--- src/rtl/hse_pkg.sv ---
`timescale 1ns / 1ps
// ----------------------------------------------------------------------------
// hse_pkg
// Shared types and constants for the heap sort engine: payload structs,
// memory port selects and the controller/datapath command and status groups.
// ----------------------------------------------------------------------------
package hse_pkg;

  localparam int MAX_ITEMS = 64;
  localparam int AW        = $clog2(MAX_ITEMS);
  localparam int CW        = $clog2(MAX_ITEMS + 1);
  localparam int DW        = 32;

  typedef struct packed {
    logic signed [DW-1:0] value;
    logic                 last;
  } hse_item_t;

  typedef struct packed {
    logic signed [DW-1:0] sorted_value;
    logic                 last_res;
    logic                 overflow;
  } hse_res_t;

  // read address select
  typedef enum logic [2:0] {
    RD_NODE,
    RD_LEFT,
    RD_RIGHT,
    RD_ROOT,
    RD_TAIL,
    RD_OUT
  } hse_rd_sel_t;

  // write select for the sort phases
  typedef enum logic [1:0] {
    WR_NONE,
    WR_CUR,
    WR_CHILD,
    WR_TMP
  } hse_wr_sel_t;

  typedef struct packed {
    logic        load;
    hse_rd_sel_t rd_sel;
    hse_wr_sel_t wr_sel;
    logic        cap_cur;
    logic        cap_l;
    logic        cap_r;
    logic        cap_tmp;
    logic        build_step;
    logic        ext_step;
    logic        node_root;
    logic        node_child;
    logic        out_clear;
    logic        out_load;
  } hse_cmd_t;

  typedef struct packed {
    logic in_last;
    logic bidx_zero;
    logic size_le1;
    logic has_l;
    logic has_r;
    logic child_gt;
    logic out_free;
    logic out_final;
  } hse_stat_t;

endpackage

--- src/rtl/heap_sort_engine.sv ---
`timescale 1ns / 1ps
// Loading accepts one input transaction per cycle, with item_ready high only while loading.
// After the closing transaction the heap build and extraction run through one memory read
// port, with each sift-down level reading the children of the node; read-out then loads
// each result into the result register once that register is free.
// Synchronous reset clears the sequencer, counters and result valid; memory is not cleared.
// ----------------------------------------------------------------------------
// heap_sort_engine
// Batch heap sorter for signed 32-bit values, emitting each batch in
// ascending order with an overflow mark when the batch exceeded the store.
// ----------------------------------------------------------------------------
module heap_sort_engine
  import hse_pkg::*;
(
  input  logic      clk,
  input  logic      rst,
  input  logic      item_valid,
  output logic      item_ready,
  input  hse_item_t item,
  output logic      res_valid,
  input  logic      res_ready,
  output hse_res_t  res
);

  hse_cmd_t  cmd;
  hse_stat_t stat;

  hse_ctrl u_ctrl (
    .clk        (clk),
    .rst        (rst),
    .item_valid (item_valid),
    .item_ready (item_ready),
    .stat       (stat),
    .cmd        (cmd)
  );

  hse_datapath u_dp (
    .clk       (clk),
    .rst       (rst),
    .cmd       (cmd),
    .stat      (stat),
    .item      (item),
    .res       (res),
    .res_valid (res_valid),
    .res_ready (res_ready)
  );

  // loading never collides with a sort write
  a_load_no_sort_wr: assert property (@(posedge clk) disable iff (rst)
    item_ready |-> cmd.wr_sel == WR_NONE)
    else $error("sort write while loading");

  // result register only reloads when free
  a_out_free: assert property (@(posedge clk) disable iff (rst)
    cmd.out_load |-> stat.out_free)
    else $error("result register overwritten");

  // a child only moves up when it exists and beats the held value
  a_child_move: assert property (@(posedge clk) disable iff (rst)
    cmd.node_child |-> stat.has_l && stat.child_gt)
    else $error("bad sift-down step");

endmodule

--- src/rtl/hse_datapath.sv ---
`timescale 1ns / 1ps
// ----------------------------------------------------------------------------
// hse_datapath
// Element memory, heap index registers, sift-down compare and the result
// register of the heap sort engine.
// ----------------------------------------------------------------------------
module hse_datapath
  import hse_pkg::*;
(
  input  logic      clk,
  input  logic      rst,
  input  hse_cmd_t  cmd,
  output hse_stat_t stat,
  input  hse_item_t item,
  output hse_res_t  res,
  output logic      res_valid,
  input  logic      res_ready
);

  logic signed [DW-1:0] mem [MAX_ITEMS];

  logic [CW-1:0]        count;
  logic                 ovf;
  logic [CW-1:0]        bidx;
  logic [CW-1:0]        size;
  logic [AW-1:0]        node;
  logic [CW-1:0]        oidx;
  logic signed [DW-1:0] cur;
  logic signed [DW-1:0] lval;
  logic signed [DW-1:0] rval;
  logic signed [DW-1:0] tmp;
  logic signed [DW-1:0] mq;

  logic [AW+1:0]        lft;
  logic [AW+1:0]        rgt;
  logic                 has_r;
  logic                 sel_r;
  logic signed [DW-1:0] cval;
  logic [AW-1:0]        rd_addr;
  logic                 has_room;
  logic [CW-1:0]        count_next;

  assign lft      = {1'b0, node, 1'b1};
  assign rgt      = lft + (AW+2)'(1);
  assign has_room = count < CW'(MAX_ITEMS);
  assign count_next = has_room ? count + CW'(1) : count;

  assign has_r = rgt < (AW+2)'(size);
  assign sel_r = has_r && (rval > lval);
  assign cval  = sel_r ? rval : lval;

  always_comb begin
    stat.in_last   = item.last;
    stat.bidx_zero = bidx == '0;
    stat.size_le1  = size <= CW'(1);
    stat.has_l     = lft < (AW+2)'(size);
    stat.has_r     = has_r;
    stat.child_gt  = cval > cur;
    stat.out_free  = !res_valid || res_ready;
    stat.out_final = (oidx + CW'(1)) == count;
  end

  always_comb begin
    case (cmd.rd_sel)
      RD_NODE:  rd_addr = node;
      RD_LEFT:  rd_addr = lft[AW-1:0];
      RD_RIGHT: rd_addr = rgt[AW-1:0];
      RD_ROOT:  rd_addr = '0;
      RD_TAIL:  rd_addr = size[AW-1:0];
      RD_OUT:   rd_addr = oidx[AW-1:0];
      default:  rd_addr = node;
    endcase
  end

  // element memory: one write and one registered read per cycle
  always_ff @(posedge clk) begin
    if (cmd.load) begin
      if (has_room) begin
        mem[count[AW-1:0]] <= item.value;
      end
    end else begin
      case (cmd.wr_sel)
        WR_CUR:   mem[node]         <= cur;
        WR_CHILD: mem[node]         <= cval;
        WR_TMP:   mem[size[AW-1:0]] <= tmp;
        default: ;
      endcase
    end
    mq <= mem[rd_addr];
  end

  always_ff @(posedge clk) begin
    if (cmd.cap_cur) cur  <= mq;
    if (cmd.cap_l)   lval <= mq;
    if (cmd.cap_r)   rval <= mq;
    if (cmd.cap_tmp) tmp  <= mq;
    if (cmd.out_load) begin
      res.sorted_value <= mq;
      res.last_res     <= stat.out_final;
      res.overflow     <= ovf;
    end
  end

  always_ff @(posedge clk) begin
    if (rst) begin
      count     <= '0;
      ovf       <= 1'b0;
      bidx      <= '0;
      size      <= '0;
      node      <= '0;
      oidx      <= '0;
      res_valid <= 1'b0;
    end else begin
      if (cmd.load) begin
        count <= count_next;
        if (!has_room) ovf <= 1'b1;
        if (item.last) begin
          size <= count_next;
          bidx <= count_next >> 1;
        end
      end
      if (cmd.build_step) begin
        bidx <= bidx - CW'(1);
        node <= AW'(bidx - CW'(1));
      end
      if (cmd.ext_step)   size <= size - CW'(1);
      if (cmd.node_root)  node <= '0;
      if (cmd.node_child) node <= sel_r ? rgt[AW-1:0] : lft[AW-1:0];
      if (cmd.out_clear)  oidx <= '0;
      if (cmd.out_load) begin
        oidx <= oidx + CW'(1);
        // batch closes with its final transaction
        if (stat.out_final) begin
          count <= '0;
          ovf   <= 1'b0;
        end
      end
      if (cmd.out_load) begin
        res_valid <= 1'b1;
      end else if (res_ready) begin
        res_valid <= 1'b0;
      end
    end
  end

endmodule

--- src/rtl/hse_ctrl.sv ---
`timescale 1ns / 1ps
// ----------------------------------------------------------------------------
// hse_ctrl
// Sequencer for the heap sort engine: load, heap build, root extraction,
// hole-based sift-down and ordered read-out.
// ----------------------------------------------------------------------------
module hse_ctrl
  import hse_pkg::*;
(
  input  logic      clk,
  input  logic      rst,
  input  logic      item_valid,
  output logic      item_ready,
  input  hse_stat_t stat,
  output hse_cmd_t  cmd
);

  typedef enum logic [3:0] {
    S_LOAD,
    S_BUILD_NEXT,
    S_SIFT_RDN,
    S_SIFT_CUR,
    S_SIFT_CHK,
    S_SIFT_L,
    S_SIFT_R,
    S_SIFT_CMP,
    S_EXT_NEXT,
    S_EXT_TAIL,
    S_EXT_SWAP,
    S_OUT_RD,
    S_OUT_CAP
  } state_t;

  state_t state;
  state_t state_next;
  logic   in_ext;
  logic   in_ext_next;
  state_t ret;

  assign ret        = in_ext ? S_EXT_NEXT : S_BUILD_NEXT;
  assign item_ready = state == S_LOAD;

  always_comb begin
    cmd         = '0;
    cmd.rd_sel  = RD_NODE;
    cmd.wr_sel  = WR_NONE;
    state_next  = state;
    in_ext_next = in_ext;
    case (state)
      S_LOAD: begin
        if (item_valid) begin
          cmd.load = 1'b1;
          if (stat.in_last) begin
            in_ext_next = 1'b0;
            state_next  = S_BUILD_NEXT;
          end
        end
      end
      S_BUILD_NEXT: begin
        if (stat.bidx_zero) begin
          state_next = S_EXT_NEXT;
        end else begin
          cmd.build_step = 1'b1;
          state_next     = S_SIFT_RDN;
        end
      end
      S_SIFT_RDN: begin
        cmd.rd_sel = RD_NODE;
        state_next = S_SIFT_CUR;
      end
      S_SIFT_CUR: begin
        cmd.cap_cur = 1'b1;
        state_next  = S_SIFT_CHK;
      end
      S_SIFT_CHK: begin
        if (!stat.has_l) begin
          cmd.wr_sel = WR_CUR;
          state_next = ret;
        end else begin
          cmd.rd_sel = RD_LEFT;
          state_next = S_SIFT_L;
        end
      end
      S_SIFT_L: begin
        cmd.cap_l = 1'b1;
        if (stat.has_r) begin
          cmd.rd_sel = RD_RIGHT;
          state_next = S_SIFT_R;
        end else begin
          state_next = S_SIFT_CMP;
        end
      end
      S_SIFT_R: begin
        cmd.cap_r  = 1'b1;
        state_next = S_SIFT_CMP;
      end
      S_SIFT_CMP: begin
        // larger child moves up into the hole, otherwise the held value lands
        if (stat.child_gt) begin
          cmd.wr_sel     = WR_CHILD;
          cmd.node_child = 1'b1;
          state_next     = S_SIFT_CHK;
        end else begin
          cmd.wr_sel = WR_CUR;
          state_next = ret;
        end
      end
      S_EXT_NEXT: begin
        in_ext_next = 1'b1;
        if (stat.size_le1) begin
          cmd.out_clear = 1'b1;
          state_next    = S_OUT_RD;
        end else begin
          cmd.rd_sel   = RD_ROOT;
          cmd.ext_step = 1'b1;
          state_next   = S_EXT_TAIL;
        end
      end
      S_EXT_TAIL: begin
        cmd.cap_tmp = 1'b1;
        cmd.rd_sel  = RD_TAIL;
        state_next  = S_EXT_SWAP;
      end
      S_EXT_SWAP: begin
        cmd.cap_cur   = 1'b1;
        cmd.wr_sel    = WR_TMP;
        cmd.node_root = 1'b1;
        state_next    = S_SIFT_CHK;
      end
      S_OUT_RD: begin
        cmd.rd_sel = RD_OUT;
        state_next = S_OUT_CAP;
      end
      S_OUT_CAP: begin
        cmd.rd_sel = RD_OUT;
        if (stat.out_free) begin
          cmd.out_load = 1'b1;
          state_next   = stat.out_final ? S_LOAD : S_OUT_RD;
        end
      end
      default: begin
        state_next = S_LOAD;
      end
    endcase
  end

  always_ff @(posedge clk) begin
    if (rst) begin
      state  <= S_LOAD;
      in_ext <= 1'b0;
    end else begin
      state  <= state_next;
      in_ext <= in_ext_next;
    end
  end

endmodule
--- config.mk ---
export PLATFORM = sky130hd
export DESIGN_NAME = heap_sort_engine
export DESIGN_NICKNAME = d
export VERILOG_FILES = /design/src/rtl/hse_pkg.sv /design/src/rtl/heap_sort_engine.sv /design/src/rtl/hse_datapath.sv /design/src/rtl/hse_ctrl.sv
export SDC_FILE = /design/constraint.sdc
export NUM_CORES = 2
export LEC_CHECK = 0
export CAP_MARGIN = 20
export CORE_MARGIN = 2
export CORE_UTILIZATION = 63
export CTS_CLUSTER_SIZE = 14
export DETAILED_ROUTE_END_ITERATION = 10
export DONT_BUFFER_PORTS = 1
export PLACE_DENSITY = 0.79
export SYNTH_ARGS = -nofsm -noshare
export SYNTH_HDL_FRONTEND = slang
export SYNTH_SLANG_ARGS = --single-unit
--- constraint.sdc ---
create_clock -name clk -period 10.1 [get_ports clk]
set_input_delay 2.02 -clock clk [delete_from_list [all_inputs] [get_ports clk]]
set_output_delay 2.02 -clock clk [all_outputs]
set_load 0.05 [all_outputs]
# ---- Word-level counts from Yosys, hierarchy flattened
# Memory sizes are Yosys's and may differ from the RTL's. A register that Yosys moved wholly into a read port is not among the register bits.
# Cells that the tools add are included.
dict set report classes {
  n_addsub 5
  n_lt_le_gt_ge 6
  n_eq_ne 24
  n_mux 81
  bitwise 1
  n_reduce_logical 21
}
# op count
set op_table {}
lappend op_table {{$mux 32} 4}
lappend op_table {{$mux 7} 12}
lappend op_table {{$gt 32x32->1} 2}
lappend op_table {{$reduce_or 32->1} 2}
lappend op_table {{$pmux 4 s12} 1}
lappend op_table {{$mux 1} 42}
lappend op_table {{$mux 6} 6}
lappend op_table {{$mux 4} 8}
lappend op_table {{$pmux 6 s5} 1}
lappend op_table {{$eq 4x4->1 const B} 5}
lappend op_table {{$eq 4x3->1 const B} 4}
lappend op_table {{$pmux 3 s5} 1}
lappend op_table {{$add 7x1->7 const B} 2}
lappend op_table {{$reduce_bool 2->1} 7}
lappend op_table {{$sub 7x1->7 const B} 2}
lappend op_table {{$add 7x1->8 const B} 1}
lappend op_table {{$eq 4x2->1 const B} 2}
lappend op_table {{$lt 8x7->1} 1}
lappend op_table {{$mux 2} 4}
lappend op_table {{$eq 7x7->1} 1}
lappend op_table {{$le 7x1->1 const B} 1}
lappend op_table {{$logic_not 7->1} 1}
lappend op_table {{$lt 7x7->1} 1}
lappend op_table {{$lt 7x7->1 const B} 1}
lappend op_table {{other kinds (19)} 26}
dict set report word_totals {
  register_bits 203
  mem_bits_rw 2048
  in_bits 37
  out_inout_bits 36
  mem_count 1
}
# name words word_bits read_ports rd_clocked_by_memory_dff wr line_no
set memory_table {}
lappend memory_table {u_dp.mem 64 32 1 1 1 hse_datapath.sv:20} ;# logic signed [DW-1:0] mem [MAX_ITEMS];

# ---- Depth between registers and ports, before layout
dict set report logic_depth {
  depth_word 15
  mapped_depth 26
  depth_no_buf 23
}

# ---- Modules after synthesis
# Synthesis repeated with hierarchy kept, for this count alone.
dict set report hier_totals {
  cells_unflattened 7182
  hier_area_um2 92845.3
}
# mod instances cells_each area_each_um2 seq_area_each_um2
set modules_own_cells {}
lappend modules_own_cells {hse_datapath 1 7093 92243.5 67725.0}
lappend modules_own_cells {hse_ctrl 1 89 601.8 100.1}

# ---- Worst setup path before layout
# OpenSTA, ideal clock, no wires.
dict set report synth_timing {
  path_type {register -> register}
  from {register u_dp.rval[17]}
  to {memory u_dp.mem[48][0], enable pin}
  setup_time_ns 0.513
  t_arrival_ns 8.467
  slack_ns 1.121
  stages_incl_launch_ff 24
  n_path_buf 2
  period_less_slack_ns 8.979
  cell_sequence {edfxtp_1 -> ha_1 -> nand4_1 -> nor4_1 -> and3_1 -> o21ai_0 -> a21oi_1 -> o32a_1 -> mux2_2 -> nand2_1 -> clkbuf_1 -> mux2_2 -> ha_1 -> a21o_1 -> a21o_1 -> a21o_1 -> a221oi_1 -> o21ai_0 -> a21oi_1 -> mux2i_1 -> nor2_1 -> and3_1 -> clkbuf_1 -> nor4b_1}
}
dict set report synth_via {
  elab_chain_cells 14
  word_cells_on_any_way 25
}
# item line_no
set synth_rtl {}
lappend synth_rtl {{start: declaration} hse_datapath.sv:30} ;# logic signed [DW-1:0] rval;
lappend synth_rtl {{start signal: assignment} hse_datapath.sv:95} ;# if (cmd.cap_r) rval <= mq;
lappend synth_rtl {{$gt 32x32->1} hse_datapath.sv:49} ;# assign sel_r = has_r && (rval > lval);
lappend synth_rtl {{$logic_and 1x1->1} hse_datapath.sv:49}
lappend synth_rtl {{$mux 32 *} hse_datapath.sv:50} ;# assign cval = sel_r ? rval : lval;
lappend synth_rtl {{$gt 32x32->1 *} hse_datapath.sv:58} ;# stat.child_gt = cval > cur;
lappend synth_rtl {{$mux 2 *} hse_ctrl.sv:99} ;# if (stat.child_gt) begin
lappend synth_rtl {{$pmux 2 s3 *} hse_ctrl.sv:49} ;# case (state)
lappend synth_rtl {{$eq 2x1->1 / $eq 2x2->1 (equally long branches)} hse_datapath.sv:82} ;# case (cmd.wr_sel)
lappend synth_rtl {{$mux 1} hse_datapath.sv:82}
lappend synth_rtl {{$mux 1} hse_datapath.sv:77} ;# if (cmd.load) begin
lappend synth_rtl {{$mux 1 (on tied branches)} {hse_datapath.sv:83, hse_datapath.sv:84}}
lappend synth_rtl {{$or 1x1->1 (no line)} --}
lappend synth_rtl {{$reduce_or 32->1 (no line)} --}
lappend synth_rtl {{$mux 6 (no line) / $mux 1 (equally long branches) (2 in series)} --}
lappend synth_rtl {{end: declaration} hse_datapath.sv:20}
# Mark *: on every way between the ends. The rest lies on a longest branch, timed or not.

# ---- Final worst setup path
dict set report layout_timing {
  from {register u_dp.node[1]}
  to {memory u_dp.mem[34][21], enable pin}
}
dict set report layout_via {
  elab_chain_cells 15
  word_cells_on_any_way 28
}
# item line_no
set layout_rtl {}
lappend layout_rtl {{start: declaration} hse_datapath.sv:26} ;# logic [AW-1:0] node;
lappend layout_rtl {{start signal: assignment} hse_datapath.sv:124} ;# node <= AW'(bidx - CW'(1));
lappend layout_rtl {{start signal: assignment} hse_datapath.sv:128} ;# if (cmd.node_child) node <= sel_r ? rgt[AW-1:0] : lft[AW-1:0];
lappend layout_rtl {{$add 7x1->8} hse_datapath.sv:44} ;# assign rgt = lft + (AW+2)'(1);
lappend layout_rtl {{$lt 8x7->1} hse_datapath.sv:48} ;# assign has_r = rgt < (AW+2)'(size);
lappend layout_rtl {{$logic_and 1x1->1} hse_datapath.sv:49}
lappend layout_rtl {{$mux 32} hse_datapath.sv:50}
lappend layout_rtl {{$gt 32x32->1} hse_datapath.sv:58}
lappend layout_rtl {{$mux 2} hse_ctrl.sv:99}
lappend layout_rtl {{$pmux 2 s3} hse_ctrl.sv:49}
lappend layout_rtl {{$eq 2x1->1 / $eq 2x2->1 (equally long branches)} hse_datapath.sv:82}
lappend layout_rtl {{$mux 1} hse_datapath.sv:82}
lappend layout_rtl {{$mux 1} hse_datapath.sv:77}
lappend layout_rtl {{$mux 1 (on tied branches)} {hse_datapath.sv:83, hse_datapath.sv:84}}
lappend layout_rtl {{$or 1x1->1 (no line)} --}
lappend layout_rtl {{$reduce_or 32->1 (no line)} --}
lappend layout_rtl {{$mux 6 (no line) / $mux 1 (equally long branches) (2 in series)} --}
# Several ways; a longest one is shown, not always the timed one.

==> results.ini <==
[synth]
async_flop_share = 0
synth_cells = 4281
synth-seq-cells = 2283
ys.warnings.count = 0
yosysSeqAreaShare = 0.766
synth_area_leader_cell = edfxtp_1
synth_fp_nets = 4401
synth_edf_count = 2210
synth_top_area_share = 0.749
synth_area_mm2 = 0.0886
yosys_most_used_dff = edfxtp_1
synth_area_leaders = edfxtp_1 (75%), mux4_2 (13%), a22oi_1 (2.2%)
ys_types = 69
synth_area_per_cell_um2 = 20.7

[setup_path]
worstPathMaxFanout = 20
end_kind = flip-flop
cp_top_family = simple AND/OR/NAND/NOR gates
required_ns = 10.62
r2r_setup_slack_ns = 1.38
critPathArrivalTime_ns = 9.24
crit_path_start_kind = flip-flop
crit_path_top_delay_cell = nor2_4
path_class = flip-flop to flip-flop
cp_num_buf_inv = 3
slowest_delay_ns = 1.02
cp_common_cell = nand3_1

[global_route]
grt_max_degree = 133
antenna_found_initial = 19
grt_overflow = 0
grt_usage = 0.337
grt_pass1_wl_mm = 339
grt_pass1_vias = 46500

[placement]
dp_hpwl_mm = 134
port_buffers = 0
place.gp.congestion = 1.02
placed_cell_area_mm2 = 0.0922

[drt]
vias = 47100
viasPerCell = 7.26
drtPass1Iterations = 6
finalWirelength_mm = 238
antenna_left = 0
drc_errors = 0
drtIter0Drc = 7537
wl_per_cell_um = 36.7

[floorplanning]
floorplan.initialDensity = 0.635
coreArea_mm2 = 0.140
row_count = 137
die_y_um = 379
die_w_um = 379
die_area_mm2 = 0.144
io_pins = 73

[run_status]
violations = slew limit
status = finished with violations

[timing]
min_period_ns = 8.72
max_freq_mhz = 115
drv_slew = 6
relSlewSlack = -0.0970
finalSetupViolCount = 0
rsz0062_at_grt = no
post-route-period-util = 0.863
fin_setup_tns_ns = 0
finalClockSkew_ns = 0.0509
hold_violations = 0
worst_slew_pin_slew_ns = 1.65

[final_layout]
nets = 4556
stdcell_area_mm2 = 0.0989
syn_to_final_growth_pct = 11.6
drive_above_1_share = 0.244

[run]
cap_violations = 0

[cts]
root_buffer = clkbuf_16
insertion_delay_ns = 0.86
clkSinkCount = 2283
cts.clk_slew.worst_paths_ns = 0.06
cts_made_buffers = 211
ctsHoldBuffers = 0
cts_max_path_buffers = 3
post_cts_buffers = 0
cts_tree = done
htreeDepth = 4
ctsResizeCount = 0

[power]
power_density_mw_per_mm2 = 289
p_leak_nw = 31.2
irDropWorstVdd_v = 0.000483

[worst_hold_path]
min_path_type = flip-flop to flip-flop

-- routing by layer --
metal,part of all wire,GRT usage,routed length [um],up-vias
met3,0.12,0.0853,29100,638
met2,0.48,0.530,115000,3823
met4,0.054,0.151,13000,20
met1,0.34,0.454,81200,24400
li1,-,-,-,18200
met5,0.00053,0,126,-
-- stage by stage --
stage               hold WS, ns   util  setup WS (ns)  cells  power (W)
floorplan                 0.409      -           1.12   4281     0.0173
global placement          0.418  0.661           1.84   6086     0.0206
detailed placement        0.422  0.661           1.59   6088     0.0208
CTS                       0.441  0.707           1.58   6465     0.0283
global route              0.452  0.709           1.02   6476     0.0293
finish                    0.447  0.709           1.38   6480     0.0286
-- final timing paths --
| path | cells past startpoint | start | endpoint |
|---|---|---|---|
| max reg2reg | 25 | u_dp.node[1] | u_dp.mem[34][21] |
| max | 25 | u_dp.node[1] | u_dp.mem[34][21] |
| min | 0 | u_dp.ovf | u_dp.res[0] |
| min reg2reg | 0 | u_dp.ovf | u_dp.res[0] |
-- cells in the final DEF (no fill, tap or decap), drive strengths merged, types with 4 or more instances in the layout --
cell type,Yosys,routed
edfxtp,2210,2210
mux4,512,512
clkbuf,133,270
a22oi,256,256
buf,88,161
nor2,142,142
a21oi,111,111
clkinv,1,97
inv,83,87
ha,83,83
nand4,75,75
dfxtp,73,73
nand2,71,71
nor3,49,49
nand3,37,37
o21ai,35,35
or2,34,34
mux2,33,33
o22ai,32,32
a21o,32,32
xnor2,22,22
nor2b,13,13
a31oi,13,13
nand2b,13,13
a22o,12,12
a211oi,12,12
xor2,11,11
o221ai,10,10
o211ai,9,9
mux2i,8,8
nor4,8,8
and3,7,7
bufinv,0,7
o21a,6,6
a221oi,5,5
diode,0,4
and2,4,4
-- sequential cells by signal, indices dropped and copies added (netlist names) --
register,cells
u_dp.cur,32
u_dp.res_valid,1
u_dp.count,7
u_dp.tmp,32
u_ctrl.state,4
u_dp.node,6
u_ctrl.in_ext,1
u_dp.size,7
u_dp.oidx,7
u_dp.ovf,1
u_dp.res,34
u_dp.mem,2048
u_dp.mq,32
u_dp.rval,32
u_dp.lval,32
u_dp.bidx,7
-- area by class of cell --
| type | instances | area, um2 |
|---|---|---|
| Antenna cell | 4 | 10.0 |
| Clock buffer | 268 | 5630 |
| Clock inverter | 109 | 782 |
| Fill cell | 7874 | 40700 |
| Inverter | 84 | 315 |
| Multi-Input combinational cell | 1693 | 20400 |
| Sequential cell | 2283 | 67800 |
| Tap cell | 1876 | 2350 |
| Timing Repair Buffer | 163 | 1520 |
-- power breakdown --
group	internal, W	total (W)	switching, W
logic	0.00346	0.00948	0.00601
registers	0.0112	0.0115	0.000329
clock network	0.00410	0.00754	0.00344
total	0.0188	0.0286	0.00978
-- Yosys cell counts, types with 7 or more instances --
master    count
o221ai_1     10
mux4_2      512
clkbuf_1    133
buf_1        20
edfxtp_1   2210
xnor2_1      22
nand3_1      37
nand2_1      71
a22oi_1     256
nor4_1        7
a21oi_1     110
and3_1        7
nand4_1      75
xor2_1       11
buf_2        65
mux2i_1       8
mux2_2       33
a31oi_1      13
dfxtp_1      73
inv_1        83
o211ai_1      9
nand2b_1     13
a22o_1       12
nor2_1      142
ha_1         83
a211oi_1     10
or2_1        31
nor2b_1      13
a21o_1       32
o22ai_1      32
nor3_1       49
o21ai_0      34
-- logic make-up after synthesis --
logic type	after synthesis	synth area share
muxes	553	0.135
and+or+nand+nor	472	0.0267
xor gates and xnor gates	33	0.00326
DFF	2283	0.766
AOI/OAI and AO/OA	552	0.0431
buffers and inverters	305	0.0141
adders and majority gates	83	0.0117
Note: power is estimated with default switching activity, not from simulation.
